--- config.mk ---
export PLATFORM = sky130hd
export DESIGN_NAME = top_k_score_table
export DESIGN_NICKNAME = d
export VERILOG_FILES = /design/src/design/tkst_pkg.sv /design/src/design/top_k_score_table.sv /design/src/design/tkst_ram.sv /design/src/design/tkst_seq.sv /design/src/design/tkst_out.sv
export SDC_FILE = /design/constraint.sdc
export NUM_CORES = 1
export LEC_CHECK = 0
export BUFFER_PORTS_ARGS = -buffer_cell sky130_fd_sc_hd__buf_2
export CORE_MARGIN = 2
export CORE_UTILIZATION = 56
export DETAILED_ROUTE_END_ITERATION = 10
export PLACE_DENSITY_LB_ADDON = 0.15
export RECOVER_POWER = 25
export SETUP_SLACK_MARGIN = 0.05
export SYNTH_ARGS = -nofsm -noshare
export SYNTH_HDL_FRONTEND = slang
export SYNTH_SLANG_ARGS = --single-unit
--- constraint.sdc ---
create_clock -name i_clk -period 4.72 [get_ports i_clk]
set_input_delay 0.708 -clock i_clk [delete_from_list [all_inputs] [get_ports i_clk]]
set_output_delay 0.708 -clock i_clk [all_outputs]
set_load 0.05 [all_outputs]
--- src/design/tkst_pkg.sv ---
`timescale 1ns / 1ps

package tkst_pkg;

    localparam int OP_W    = 2;
    localparam int SCORE_W = 32;
    localparam int USER_W  = 16;
    localparam int POS_W   = 4;
    localparam int RANK_W  = 4;
    localparam int COUNT_W = 4;

    localparam int IN_TDATA_W  = 56;
    localparam int OUT_TDATA_W = 64;

    typedef enum logic [OP_W-1:0] {
        OP_INSERT = 2'd0,
        OP_RENAME = 2'd1,
        OP_READ   = 2'd2
    } t_op;

    typedef enum logic [2:0] {
        ST_IDLE,
        ST_WALK,
        ST_LAST,
        ST_READ,
        ST_EMIT
    } t_state;

    typedef struct packed {
        logic [RANK_W-1:0]         rank;
        logic                      success;
        logic [USER_W-1:0]         entry_user;
        logic signed [SCORE_W-1:0] entry_score;
        logic [COUNT_W-1:0]        entry_count;
    } t_result;

endpackage

--- src/design/top_k_score_table.sv ---
`timescale 1ns / 1ps
// an insert walks downward over the table memories from the tail, one slot a cycle,
// to the slot where the new entry goes; rename and read act on the slot the position
// names, and every operation ends with a result word on the master side
// throughput: one operation at a time, the next word is taken once the result
// has moved into the output register
// reset: sync active low, clears state, entry count and output valid; memories not cleared

module top_k_score_table #(
    parameter int TABLE_ENTRIES = 10
) (
    input  logic                                i_clk,
    input  logic                                i_rst_n,
    input  logic                                s_axis_tvalid,
    output logic                                s_axis_tready,
    // score[31:0], user_id[47:32], position[51:48], zero pad
    input  logic [tkst_pkg::IN_TDATA_W-1:0]     s_axis_tdata,
    // operation[1:0]
    input  logic [tkst_pkg::OP_W-1:0]           s_axis_tuser,
    output logic                                m_axis_tvalid,
    input  logic                                m_axis_tready,
    // rank[3:0], success[4], entry_user[20:5], entry_score[52:21],
    // entry_count[56:53], zero pad
    output logic [tkst_pkg::OUT_TDATA_W-1:0]    m_axis_tdata
);

    import tkst_pkg::*;

    t_result res;
    logic    res_valid, res_ready;

    tkst_seq #(.TABLE_ENTRIES(TABLE_ENTRIES)) u_seq (
        .i_clk       (i_clk),
        .i_rst_n     (i_rst_n),
        .i_in_valid  (s_axis_tvalid),
        .o_in_ready  (s_axis_tready),
        .i_op        (s_axis_tuser),
        .i_score     (signed'(s_axis_tdata[SCORE_W-1:0])),
        .i_user      (s_axis_tdata[SCORE_W +: USER_W]),
        .i_pos       (s_axis_tdata[SCORE_W+USER_W +: POS_W]),
        .o_res       (res),
        .o_res_valid (res_valid),
        .i_res_ready (res_ready)
    );

    tkst_out u_out (
        .i_clk         (i_clk),
        .i_rst_n       (i_rst_n),
        .i_res         (res),
        .i_res_valid   (res_valid),
        .o_res_ready   (res_ready),
        .m_axis_tvalid (m_axis_tvalid),
        .m_axis_tready (m_axis_tready),
        .m_axis_tdata  (m_axis_tdata)
    );

endmodule

--- src/design/tkst_ram.sv ---
`timescale 1ns / 1ps

module tkst_ram #(
    parameter int WIDTH = 32,
    parameter int DEPTH = 10
) (
    input  logic                     i_clk,
    input  logic                     i_wr_en,
    input  logic [$clog2(DEPTH)-1:0] i_wr_addr,
    input  logic [WIDTH-1:0]         i_wr_data,
    input  logic                     i_rd_en,
    input  logic [$clog2(DEPTH)-1:0] i_rd_addr,
    output logic [WIDTH-1:0]         o_rd_data
);

    logic [WIDTH-1:0] r_mem [DEPTH];
    logic [WIDTH-1:0] r_rd_data;

    always_ff @(posedge i_clk) begin
        if (i_wr_en) begin
            r_mem[i_wr_addr] <= i_wr_data;
        end
        if (i_rd_en) begin
            r_rd_data <= r_mem[i_rd_addr];
        end
    end

    assign o_rd_data = r_rd_data;

endmodule

--- src/design/tkst_seq.sv ---
`timescale 1ns / 1ps

module tkst_seq #(
    parameter int TABLE_ENTRIES = 10
) (
    input  logic                                 i_clk,
    input  logic                                 i_rst_n,
    input  logic                                 i_in_valid,
    output logic                                 o_in_ready,
    input  logic [tkst_pkg::OP_W-1:0]            i_op,
    input  logic signed [tkst_pkg::SCORE_W-1:0]  i_score,
    input  logic [tkst_pkg::USER_W-1:0]          i_user,
    input  logic [tkst_pkg::POS_W-1:0]           i_pos,
    output tkst_pkg::t_result                    o_res,
    output logic                                 o_res_valid,
    input  logic                                 i_res_ready
);

    import tkst_pkg::*;

    localparam int IDX_W = $clog2(TABLE_ENTRIES);
    localparam int CNT_W = $clog2(TABLE_ENTRIES + 1);
    localparam int CMP_W = (CNT_W > POS_W) ? CNT_W : POS_W;

    t_state                    r_state, n_state;
    logic [CNT_W-1:0]          r_count, n_count;
    logic signed [SCORE_W-1:0] r_score, n_score;
    logic [USER_W-1:0]         r_user, n_user;
    logic [IDX_W-1:0]          r_idx, n_idx;
    logic                      r_skip, n_skip;
    logic                      r_first, n_first;
    logic signed [SCORE_W-1:0] r_min, n_min;
    t_result                   r_res, n_res;

    logic                      sc_wr_en, us_wr_en, rd_en;
    logic [IDX_W-1:0]          wr_addr, rd_addr;
    logic [SCORE_W-1:0]        wr_score, rd_score_raw;
    logic [USER_W-1:0]         wr_user, rd_user;
    logic signed [SCORE_W-1:0] rd_score;

    logic                      accept, pos_ok, full;
    logic [IDX_W-1:0]          pos_idx, idx_up;
    logic [POS_W-1:0]          pos_m1;

    tkst_ram #(.WIDTH(SCORE_W), .DEPTH(TABLE_ENTRIES)) u_score_ram (
        .i_clk     (i_clk),
        .i_wr_en   (sc_wr_en),
        .i_wr_addr (wr_addr),
        .i_wr_data (wr_score),
        .i_rd_en   (rd_en),
        .i_rd_addr (rd_addr),
        .o_rd_data (rd_score_raw)
    );

    tkst_ram #(.WIDTH(USER_W), .DEPTH(TABLE_ENTRIES)) u_user_ram (
        .i_clk     (i_clk),
        .i_wr_en   (us_wr_en),
        .i_wr_addr (wr_addr),
        .i_wr_data (wr_user),
        .i_rd_en   (rd_en),
        .i_rd_addr (rd_addr),
        .o_rd_data (rd_user)
    );

    assign rd_score = signed'(rd_score_raw);
    assign accept   = i_in_valid && o_in_ready;
    assign full     = (r_count == CNT_W'(TABLE_ENTRIES));
    assign pos_m1   = i_pos - POS_W'(1);
    assign pos_idx  = IDX_W'(pos_m1);
    assign pos_ok   = (i_pos != '0) && (CMP_W'(i_pos) <= CMP_W'(r_count));
    assign idx_up   = r_idx + IDX_W'(1);

    always_ff @(posedge i_clk) begin
        if (!i_rst_n) begin
            r_state <= ST_IDLE;
            r_count <= '0;
        end else begin
            r_state <= n_state;
            r_count <= n_count;
        end
    end

    always_ff @(posedge i_clk) begin
        r_score <= n_score;
        r_user  <= n_user;
        r_idx   <= n_idx;
        r_skip  <= n_skip;
        r_first <= n_first;
        r_min   <= n_min;
        r_res   <= n_res;
    end

    // insertion walks downward from the tail: each word read moves one slot
    // back, is skipped as a minimum, or marks where the new entry goes. reads
    // and writes in one cycle always hit different slots; no forwarding needed
    always_comb begin
        n_state  = r_state;
        n_count  = r_count;
        n_score  = r_score;
        n_user   = r_user;
        n_idx    = r_idx;
        n_skip   = r_skip;
        n_first  = r_first;
        n_min    = r_min;
        n_res    = r_res;
        sc_wr_en = 1'b0;
        us_wr_en = 1'b0;
        wr_addr  = '0;
        wr_score = r_score;
        wr_user  = r_user;
        rd_en    = 1'b0;
        rd_addr  = r_idx;

        unique case (r_state)
            ST_IDLE: begin
                if (accept) begin
                    n_score = i_score;
                    n_user  = i_user;
                    n_res   = '0;
                    n_state = ST_EMIT;
                    unique case (i_op)
                        OP_INSERT: begin
                            if (r_count == '0) begin
                                sc_wr_en = 1'b1;
                                us_wr_en = 1'b1;
                                wr_score = i_score;
                                wr_user  = i_user;
                                n_count  = CNT_W'(1);
                                n_res.rank    = RANK_W'(1);
                                n_res.success = 1'b1;
                            end else if (!full) begin
                                // room left: the insert always lands
                                n_count = r_count + CNT_W'(1);
                                n_idx   = IDX_W'(r_count - CNT_W'(1));
                                rd_en   = 1'b1;
                                rd_addr = n_idx;
                                n_skip  = 1'b0;
                                n_first = 1'b0;
                                n_state = ST_WALK;
                            end else begin
                                n_idx   = IDX_W'(TABLE_ENTRIES - 1);
                                rd_en   = 1'b1;
                                rd_addr = n_idx;
                                n_skip  = 1'b1;
                                n_first = 1'b1;
                                n_state = ST_WALK;
                            end
                        end
                        OP_RENAME: begin
                            if (pos_ok) begin
                                us_wr_en = 1'b1;
                                wr_addr  = pos_idx;
                                wr_user  = i_user;
                                n_res.success = 1'b1;
                            end
                        end
                        OP_READ: begin
                            if (pos_ok) begin
                                rd_en   = 1'b1;
                                rd_addr = pos_idx;
                                n_state = ST_READ;
                            end
                        end
                        default: begin
                        end
                    endcase
                end
            end
            ST_WALK: begin
                if (r_first) begin
                    // tail word of a full table is the minimum
                    n_first = 1'b0;
                    n_min   = rd_score;
                    if (r_score > rd_score) begin
                        n_idx   = r_idx - IDX_W'(1);
                        rd_en   = 1'b1;
                        rd_addr = n_idx;
                    end else begin
                        n_state = ST_EMIT;
                    end
                end else if (r_skip && (rd_score == r_min)) begin
                    // newer minimum entries stay put, the oldest one goes
                    if (r_idx == '0) begin
                        sc_wr_en = 1'b1;
                        us_wr_en = 1'b1;
                        wr_addr  = '0;
                        n_res.rank    = RANK_W'(1);
                        n_res.success = 1'b1;
                        n_state  = ST_EMIT;
                    end else begin
                        n_idx   = r_idx - IDX_W'(1);
                        rd_en   = 1'b1;
                        rd_addr = n_idx;
                    end
                end else begin
                    n_skip = 1'b0;
                    if (rd_score < r_score) begin
                        sc_wr_en = 1'b1;
                        us_wr_en = 1'b1;
                        wr_addr  = idx_up;
                        wr_score = rd_score_raw;
                        wr_user  = rd_user;
                        if (r_idx == '0) begin
                            n_state = ST_LAST;
                        end else begin
                            n_idx   = r_idx - IDX_W'(1);
                            rd_en   = 1'b1;
                            rd_addr = n_idx;
                        end
                    end else begin
                        sc_wr_en = 1'b1;
                        us_wr_en = 1'b1;
                        wr_addr  = idx_up;
                        n_res.rank    = RANK_W'(idx_up) + RANK_W'(1);
                        n_res.success = 1'b1;
                        n_state  = ST_EMIT;
                    end
                end
            end
            ST_LAST: begin
                sc_wr_en = 1'b1;
                us_wr_en = 1'b1;
                wr_addr  = '0;
                n_res.rank    = RANK_W'(1);
                n_res.success = 1'b1;
                n_state  = ST_EMIT;
            end
            ST_READ: begin
                n_res.entry_user  = rd_user;
                n_res.entry_score = rd_score;
                n_res.success     = 1'b1;
                n_state           = ST_EMIT;
            end
            ST_EMIT: begin
                if (i_res_ready) begin
                    n_state = ST_IDLE;
                end
            end
            default: begin
                n_state = ST_IDLE;
            end
        endcase
    end

    assign o_in_ready  = (r_state == ST_IDLE);
    assign o_res_valid = (r_state == ST_EMIT);

    always_comb begin
        o_res = r_res;
        o_res.entry_count = COUNT_W'(r_count);
    end

endmodule

--- src/design/tkst_out.sv ---
`timescale 1ns / 1ps

module tkst_out (
    input  logic                                i_clk,
    input  logic                                i_rst_n,
    input  tkst_pkg::t_result                   i_res,
    input  logic                                i_res_valid,
    output logic                                o_res_ready,
    output logic                                m_axis_tvalid,
    input  logic                                m_axis_tready,
    output logic [tkst_pkg::OUT_TDATA_W-1:0]    m_axis_tdata
);

    import tkst_pkg::*;

    localparam int PAD_W = OUT_TDATA_W - (RANK_W + 1 + USER_W + SCORE_W + COUNT_W);

    logic    r_valid, n_valid;
    t_result r_res, n_res;

    assign o_res_ready = !r_valid || m_axis_tready;

    always_comb begin
        n_valid = r_valid;
        n_res   = r_res;
        if (o_res_ready) begin
            n_valid = i_res_valid;
            if (i_res_valid) begin
                n_res = i_res;
            end
        end
    end

    always_ff @(posedge i_clk) begin
        if (!i_rst_n) begin
            r_valid <= 1'b0;
        end else begin
            r_valid <= n_valid;
        end
    end

    always_ff @(posedge i_clk) begin
        r_res <= n_res;
    end

    assign m_axis_tvalid = r_valid;
    assign m_axis_tdata  = {PAD_W'(0), r_res.entry_count, r_res.entry_score,
                            r_res.entry_user, r_res.success, r_res.rank};

endmodule

==> impl_metrics.yaml, run 1 <==
outcome:
  status: "finished with violations"
  violations: "max-capacitance violations, max-slew violations"
cells_and_area:
  area_growth_pct: 13.5
  final_cell_count_no_fill: 3017
  multi_input_area_sq_um: 8380
  nNetsFinal: 2365
  fillers: 4017
  drive_above_1_share: 0.128
  ff_latch_area_sq_um: 21900
timing:
  fin_crit_ns: 4.52
  fmax_mhz: 221
  setup_viol: 0
  tightest_slew_ns: 2.69
  relSlewSlack: -0.810
  skew_ns: 0.0209
  hold_viol: 0
  tns_ns: 0
  slew_viol_final: 89
  rsz0062_at_grt: "no"
  fin_crit_sh: 0.958
die:
  die_area_sq_um: 57200
  io_pins: 128
  fp.dieW_um: 239
  coreArea_sq_um: 54900
  start_util: 0.564
  rows: 86
  die_height_um: 239
yosys:
  synth_common_cells: "724 x edfxtp_1, 165 x nand2_1, 107 x o21ai_0"
  ys_warn_count: 0
  syn_avg_cell_area_sq_um: 14.7
  ys_ff_latch: 732
  synth_top_area_frac: 0.703
  synth_most_common_cell: "edfxtp_1"
  yosysTopAreaCell: "edfxtp_1"
  synth.top_cells.by_area: "edfxtp_1 70%, mux2_1 2.9%, nand2_1 2.0%"
  ys_types: 76
  synth.cell_area_sq_um: 30900
  async_flop_share: 0
  yosysSeqAreaShare: 0.708
  synth-main-ff-cell: "edfxtp_1"
  synth_edf_count: 724
  synth_cells: 2109
route:
  drt_pass1_iterations: 6
  wl_met3_um: 7810
  remaining_drc_errors: 0
  dr.first_iter.drc_count: 2106
  vias_per_cell: 6.35
  routed.top_layer: "met4"
  ant_nets: 0
  avgRoutedWirePerCell_um: 25.5
  wirelength_met1_um: 31700
  wl_met2_um: 35800
  routed_wl_um: 77000
  num_vias: 19200
critical_path:
  path_cells: "ha_1 > nand4_1 > nor4_1 > buf_4 > a211o_1 > o2bb2ai_1 > o31a_1 > a221o_1 > o211ai_4 > buf_12 > buf_4 > mux2_2 > o22ai_1 > o41ai_1 > buf_4"
  cp_num_buf_inv: 4
  critPathCaptureType: "register"
  path_class: "reg2reg"
  cp_data_arrival_time_ns: 4.88
  slowest_delay_ns: 0.57
  timing.critical_path.from_type: "register"
  crit_top_cell: "buf_4"
  crit_family: "compound AO/OA/AOI/OAI gates"
  cp_max_fo: 27
  cp.required_ns: 5.08
  slowest_stage: "edfxtp_1"
place:
  finalWeightedCongestion: 0.914
  dpl.hpwl_um: 45400
  io_buffers: 116
  placedCellCount: 2888
power_and_ir_drop:
  clkPwrFrac: 0.337
  leakage_nw: 11.8
  vdd_drop_max_v: 0.000252
  combPwrFrac: 0.187
  p_seq_frac: 0.476
  p_per_area_nw_per_um2: 474
  p_sw_frac: 0.276
  p_int_mw: 12.1
  power.switching_mw: 4.60
run:
  cap_violations: 3
clocking:
  htree_levels: 3
  postCtsSetupRepairBufs: 0
  cts-root-buf: "clkbuf_16"
  cts.sinks: 732
  cts_made_buffers: 73
  cts_hold_buf: 0
  clk_pin_slew_ns: 0.06
  cts_tree: "done"
  clk_latency_ns: 0.62
  cts_resized: 0
  clockBufferDepth: 3
global_routing:
  grt_pass1_wl_um: 114000
  antenna_found_initial: 2
  grt-ovfl-total: 0
  grt_pass1_vias: 18500
  grt_max_degree: 57
  grt_usage: 0.270
worst_hold_path:
  min_path_type: "in2reg"
## power by group through the flow
stage / clock network (mW) / logic [mW] / registers [mW]
floorplan: 0 / 1.79 / 8.18
global placement: 0 / 3.02 / 8.05
detailed placement: 0 / 3.09 / 8.06
CTS: 5.68 / 3.11 / 7.92
global route: 5.94 / 3.34 / 7.96
finish: 5.61 / 3.11 / 7.93
## per-stage QoR
stage	util	total power, mW	worst slack (ns)	cell area, sq um	hold WS (ns)
finish	0.640	16.7	0.200	35100	0.334
global route	0.640	17.2	0.0661	35100	0.322
CTS	0.643	16.7	0.185	35300	0.274
detailed placement	0.601	11.1	0.229	33000	0.405
global placement	0.601	11.1	0.283	33000	0.400
floorplan	-	9.96	0.148	31000	0.400
## final timing paths
path / startpoint / endpoint / slack, ns / cells past startpoint
worst max-delay path: u_seq.u_score_ram.o_rd_data[29]$_DFFE_PP_ / u_seq.u_score_ram.o_rd_data[31]$_DFFE_PP_ / 0.20 / 15
worst min-delay path: s_axis_tdata[13] / u_seq.r_score[13]$_DFFE_PP_ / 0.33 / 1
worst max register to register: u_seq.u_score_ram.o_rd_data[29]$_DFFE_PP_ / u_seq.u_score_ram.o_rd_data[31]$_DFFE_PP_ / 0.20 / 15
worst min register to register: u_seq.o_res[51]$_SDFFCE_PN0P_ / u_out.m_axis_tdata[20]$_DFFE_PP_ / 0.42 / 0
## placed cells by master (no fill, tap or decap), types with 18 or more instances in the layout
cell / Yosys / layout
ha_1: 44 / 44
mux2_1: 79 / 79
o41ai_1: 48 / 47
buf_12: 0 / 27
and2_0: 43 / 82
a221o_1: 24 / 24
xnor2_1: 34 / 34
inv_1: 55 / 54
edfxtp_1: 724 / 724
clkbuf_16: 0 / 76
clkbuf_1: 103 / 137
o22ai_1: 54 / 54
and3_1: 51 / 51
nand3_1: 64 / 64
o21ai_0: 107 / 107
a21oi_1: 71 / 71
buf_4: 15 / 55
nor2_1: 52 / 44
nand4_1: 18 / 18
and2_1: 62 / 19
a21bo_2: 48 / 48
nand2_1: 165 / 164
mux2_2: 19 / 19
a2111oi_0: 50 / 49
## worst register-to-register path, delay by kind of cell, from the launching register on
family / cells / cell delay (ns)
fa+ha+maj: 1 / 0.39
buf+inv: 4 / 0.82
compound gates: 7 / 1.86
simple gates: 2 / 0.29
flops: 1 / 0.57
mux: 1 / 0.33
## final cells by class
cell class,instances,area share
clock inverters,30,0.00883
repair buffers,209,0.0411
clock buffers,98,0.0568
diodes,1,0.0000712
inverters,56,0.00598
well taps,704,0.0251
flip-flops and latches,732,0.624
multi-input cells,1187,0.239
## state kept, by name, summed over array words and instances, names as in the netlist, 3 cells and up
register and count:
u_seq.u_score_ram.o_rd_data 32, u_seq.r_score 32, u_out.m_axis_tdata 57, u_seq.r_idx 4
u_seq.u_user_ram.o_rd_data 16, u_seq.r_user 16, u_seq.o_res 53, u_seq.r_min 32
u_seq.u_user_ram.r_mem 160, u_seq.r_state 3, u_seq.r_count 4, u_seq.u_score_ram.r_mem 320
## logic make-up after synthesis
| family | share of synthesized area |
|---|---|
| AOI/OAI and AO/OA | 0.116 |
| xor gates and xnor gates | 0.0119 |
| adders and majority gates | 0.0178 |
| buffers and inverters | 0.0279 |
| DFF | 0.708 |
| muxes | 0.0370 |
| other | 0.000121 |
| and+or+nand+nor | 0.0814 |
## metal layers
metal,vias up,global-route usage
li1,8519,-
met1,9605,0.395
met2,927,0.421
met3,112,0.0461
met4,0,0.0805
met5,-,0
No activity file was read; power rests on OpenSTA's default activity.
==> run 2: changes to the inputs <==
--- a/config.mk
+++ b/config.mk
@@ -8,6 +8,7 @@
 export BUFFER_PORTS_ARGS = -buffer_cell sky130_fd_sc_hd__buf_2
 export CORE_MARGIN = 2
 export CORE_UTILIZATION = 56
+export CTS_BUF_LIST = sky130_fd_sc_hd__clkbuf_16
 export DETAILED_ROUTE_END_ITERATION = 10
 export PLACE_DENSITY_LB_ADDON = 0.15
 export RECOVER_POWER = 25
==> impl_metrics.yaml, run 2 (same netlist as run 1, synthesis figures left out) <==
route:
  avgRoutedWirePerCell_um: 25.5
  dr.first_iter.drc_count: 2200
  vias_per_cell: 6.36
  remaining_drc_errors: 0
  routed_wl_um: 77100
  num_vias: 19200
  ant_nets: 0
  drt_pass1_iterations: 5
power_and_ir_drop:
  combPwrFrac: 0.188
  leakage_nw: 11.9
  vdd_drop_max_v: 0.000253
  p_per_area_nw_per_um2: 473
  clkPwrFrac: 0.335
  p_sw_frac: 0.278
  power.switching_mw: 4.61
  p_seq_frac: 0.478
  p_int_mw: 12.0
timing:
  setup_viol: 0
  slew_viol_final: 89
  fmax_mhz: 221
  skew_ns: 0.0211
  rsz0062_at_grt: "no"
  timing.hold.ws_ns: 0.332
  hold_viol: 0
  fin_crit_ns: 4.52
  fin_crit_sh: 0.958
  relSlewSlack: -0.818
  tns_ns: 0
  tightest_slew_ns: 2.70
critical_path:
  cp_data_arrival_time_ns: 4.86
  slowest_delay_ns: 0.58
  timing.critical_path.from_type: "register"
  path_cells: "ha_1 > nand4_1 > nor4_1 > buf_4 > a211o_1 > o2bb2ai_1 > o31a_1 > a221o_1 > o211ai_4 > buf_12 > buf_12 > mux2_2 > o22ai_1 > o41ai_1"
  cp_max_fo: 27
  critPathCaptureType: "register"
  path_class: "reg2reg"
  slowest_stage: "o41ai_1"
  cp_num_buf_inv: 3
  crit_family: "compound AO/OA/AOI/OAI gates"
  crit_top_cell: "buf_12"
  cp.required_ns: 5.06
cells_and_area:
  largest_reg_flops: 320
  final_cell_mix: "724 x edfxtp_1, 164 x nand2_1, 116 x clkbuf_1"
  layout_commonest_cell: "edfxtp_1"
  area_growth_pct: 13.5
  drive_above_1_share: 0.128
  utilization: 0.640
  largest-register: "u_seq.u_score_ram.r_mem"
  final_cell_area_sq_um: 35100
  nNetsFinal: 2365
  fillers: 4021
run:
  cap_violations: 3
clocking:
  cts_tree: "done"
  postCtsSetupRepairBufs: 0
  clk_latency_ns: 0.62
  htree_levels: 3
  cts-root-buf: "clkbuf_16"
  cts.sinks: 732
  clk_pin_slew_ns: 0.06
  cts_made_buffers: 73
  clockBufferDepth: 3
die:
  die_height_um: 239
  io_pins: 128
  start_util: 0.564
  rows: 86
  coreArea_sq_um: 54900
  fp.dieW_um: 239
  die_area_sq_um: 57200
global_routing:
  antenna_found_initial: 2
  grt_max_degree: 57
  grt_pass1_wl_um: 114000
  grt-ovfl-total: 0
  grt_usage: 0.270
  grt_pass1_vias: 18500
place:
  finalWeightedCongestion: 0.914
  io_buffers: 116
  place_area_sq_um: 33000
  dpl.hpwl_um: 45400
outcome:
  status: "finished with violations"
  violations: "max-capacitance violations, max-slew violations"
worst_hold_path:
  min_path_type: "in2reg"
run 2: cell count changes in the layout (fill, tap and decap cells not counted):
| cell | previous run | this run |
|---|---|---|
| clkbuf_8 | 1 | 0 |
| o41ai_1 | 47 | 46 |
| clkbuf_1 | 137 | 116 |
| o41ai_2 | 1 | 2 |
| clkinv_1 | 15 | 16 |
| inv_1 | 54 | 75 |
run 2: routing by layer:
| metal | part of all wire | up-vias | global-route usage | wire, um |
|---|---|---|---|---|
| li1 | - | 8524 | - | - |
| met2 | 0.46 | 948 | 0.421 | 35700 |
| met3 | 0.098 | 133 | 0.0458 | 7570 |
| met4 | 0.023 | 0 | 0.0813 | 1800 |
| met5 | 0 | - | 0 | 0 |
| met1 | 0.42 | 9595 | 0.394 | 32000 |
run 2: final timing paths:
kind	start	end	slack, ns	cells past startpoint
worst min-delay path	s_axis_tdata[12]	u_seq.r_score[12]$_DFFE_PP_	0.33	1
worst max-delay path	u_seq.u_score_ram.o_rd_data[29]$_DFFE_PP_	u_seq.u_score_ram.o_rd_data[9]$_DFFE_PP_	0.20	14
worst max register to register	u_seq.u_score_ram.o_rd_data[29]$_DFFE_PP_	u_seq.u_score_ram.o_rd_data[9]$_DFFE_PP_	0.20	14
worst min register to register	u_seq.o_res[30]$_SDFFCE_PN0P_	u_out.m_axis_tdata[47]$_DFFE_PP_	0.41	0
run 2: power by group through the flow:
stage / Combinational [mW] / Clock, mW / Sequential [mW]
4_1_cts: 3.11 / 5.62 / 7.92
3_3_place_gp: 3.02 / 0 / 8.05
2_1_floorplan: 1.79 / 0 / 8.18
3_5_place_dp: 3.09 / 0 / 8.06
6_report: 3.12 / 5.56 / 7.93
5_1_grt: 3.34 / 5.88 / 7.96
run 2: layout make-up:
cell class / instances / area [sq um] / share of cell area
clock buffers: 76 / 1900 / 0.0542
inverters: 56 / 210 / 0.00599
flip-flops and latches: 732 / 21900 / 0.624
well taps: 704 / 881 / 0.0251
multi-input cells: 1187 / 8390 / 0.239
diodes: 1 / 2.50 / 0.0000713
clock inverters: 52 / 393 / 0.0112
repair buffers: 209 / 1440 / 0.0411
run 2: per-stage QoR:
| stage | worst slack (ns) | total power [mW] | std cells |
|---|---|---|---|
| finish | 0.197 | 16.6 | 3017 |
| global route | 0.0657 | 17.2 | 3017 |
| CTS | 0.185 | 16.7 | 3016 |
| detailed placement | 0.229 | 11.1 | 2888 |
| global placement | 0.283 | 11.1 | 2888 |
| floorplan | 0.148 | 9.96 | 2115 |
run 2: worst reg2reg max path, stage by stage, from the launching register on:
cell       delay (ns)
edfxtp_1         0.56
ha_1             0.39
nand4_1          0.20
nor4_1           0.09
buf_4            0.15
a211o_1          0.33
o2bb2ai_1        0.19
o31a_1           0.37
a221o_1          0.40
o211ai_4         0.23
buf_12           0.25
buf_12           0.23
mux2_2           0.18
o22ai_1          0.08
o41ai_1          0.58
run 2: timing repair:
action | 4_1_cts | 5_1_grt
hold buffers | 0 | 0
setup endpoints to repair | 0 | 6
gates resized for setup | 0 | 4
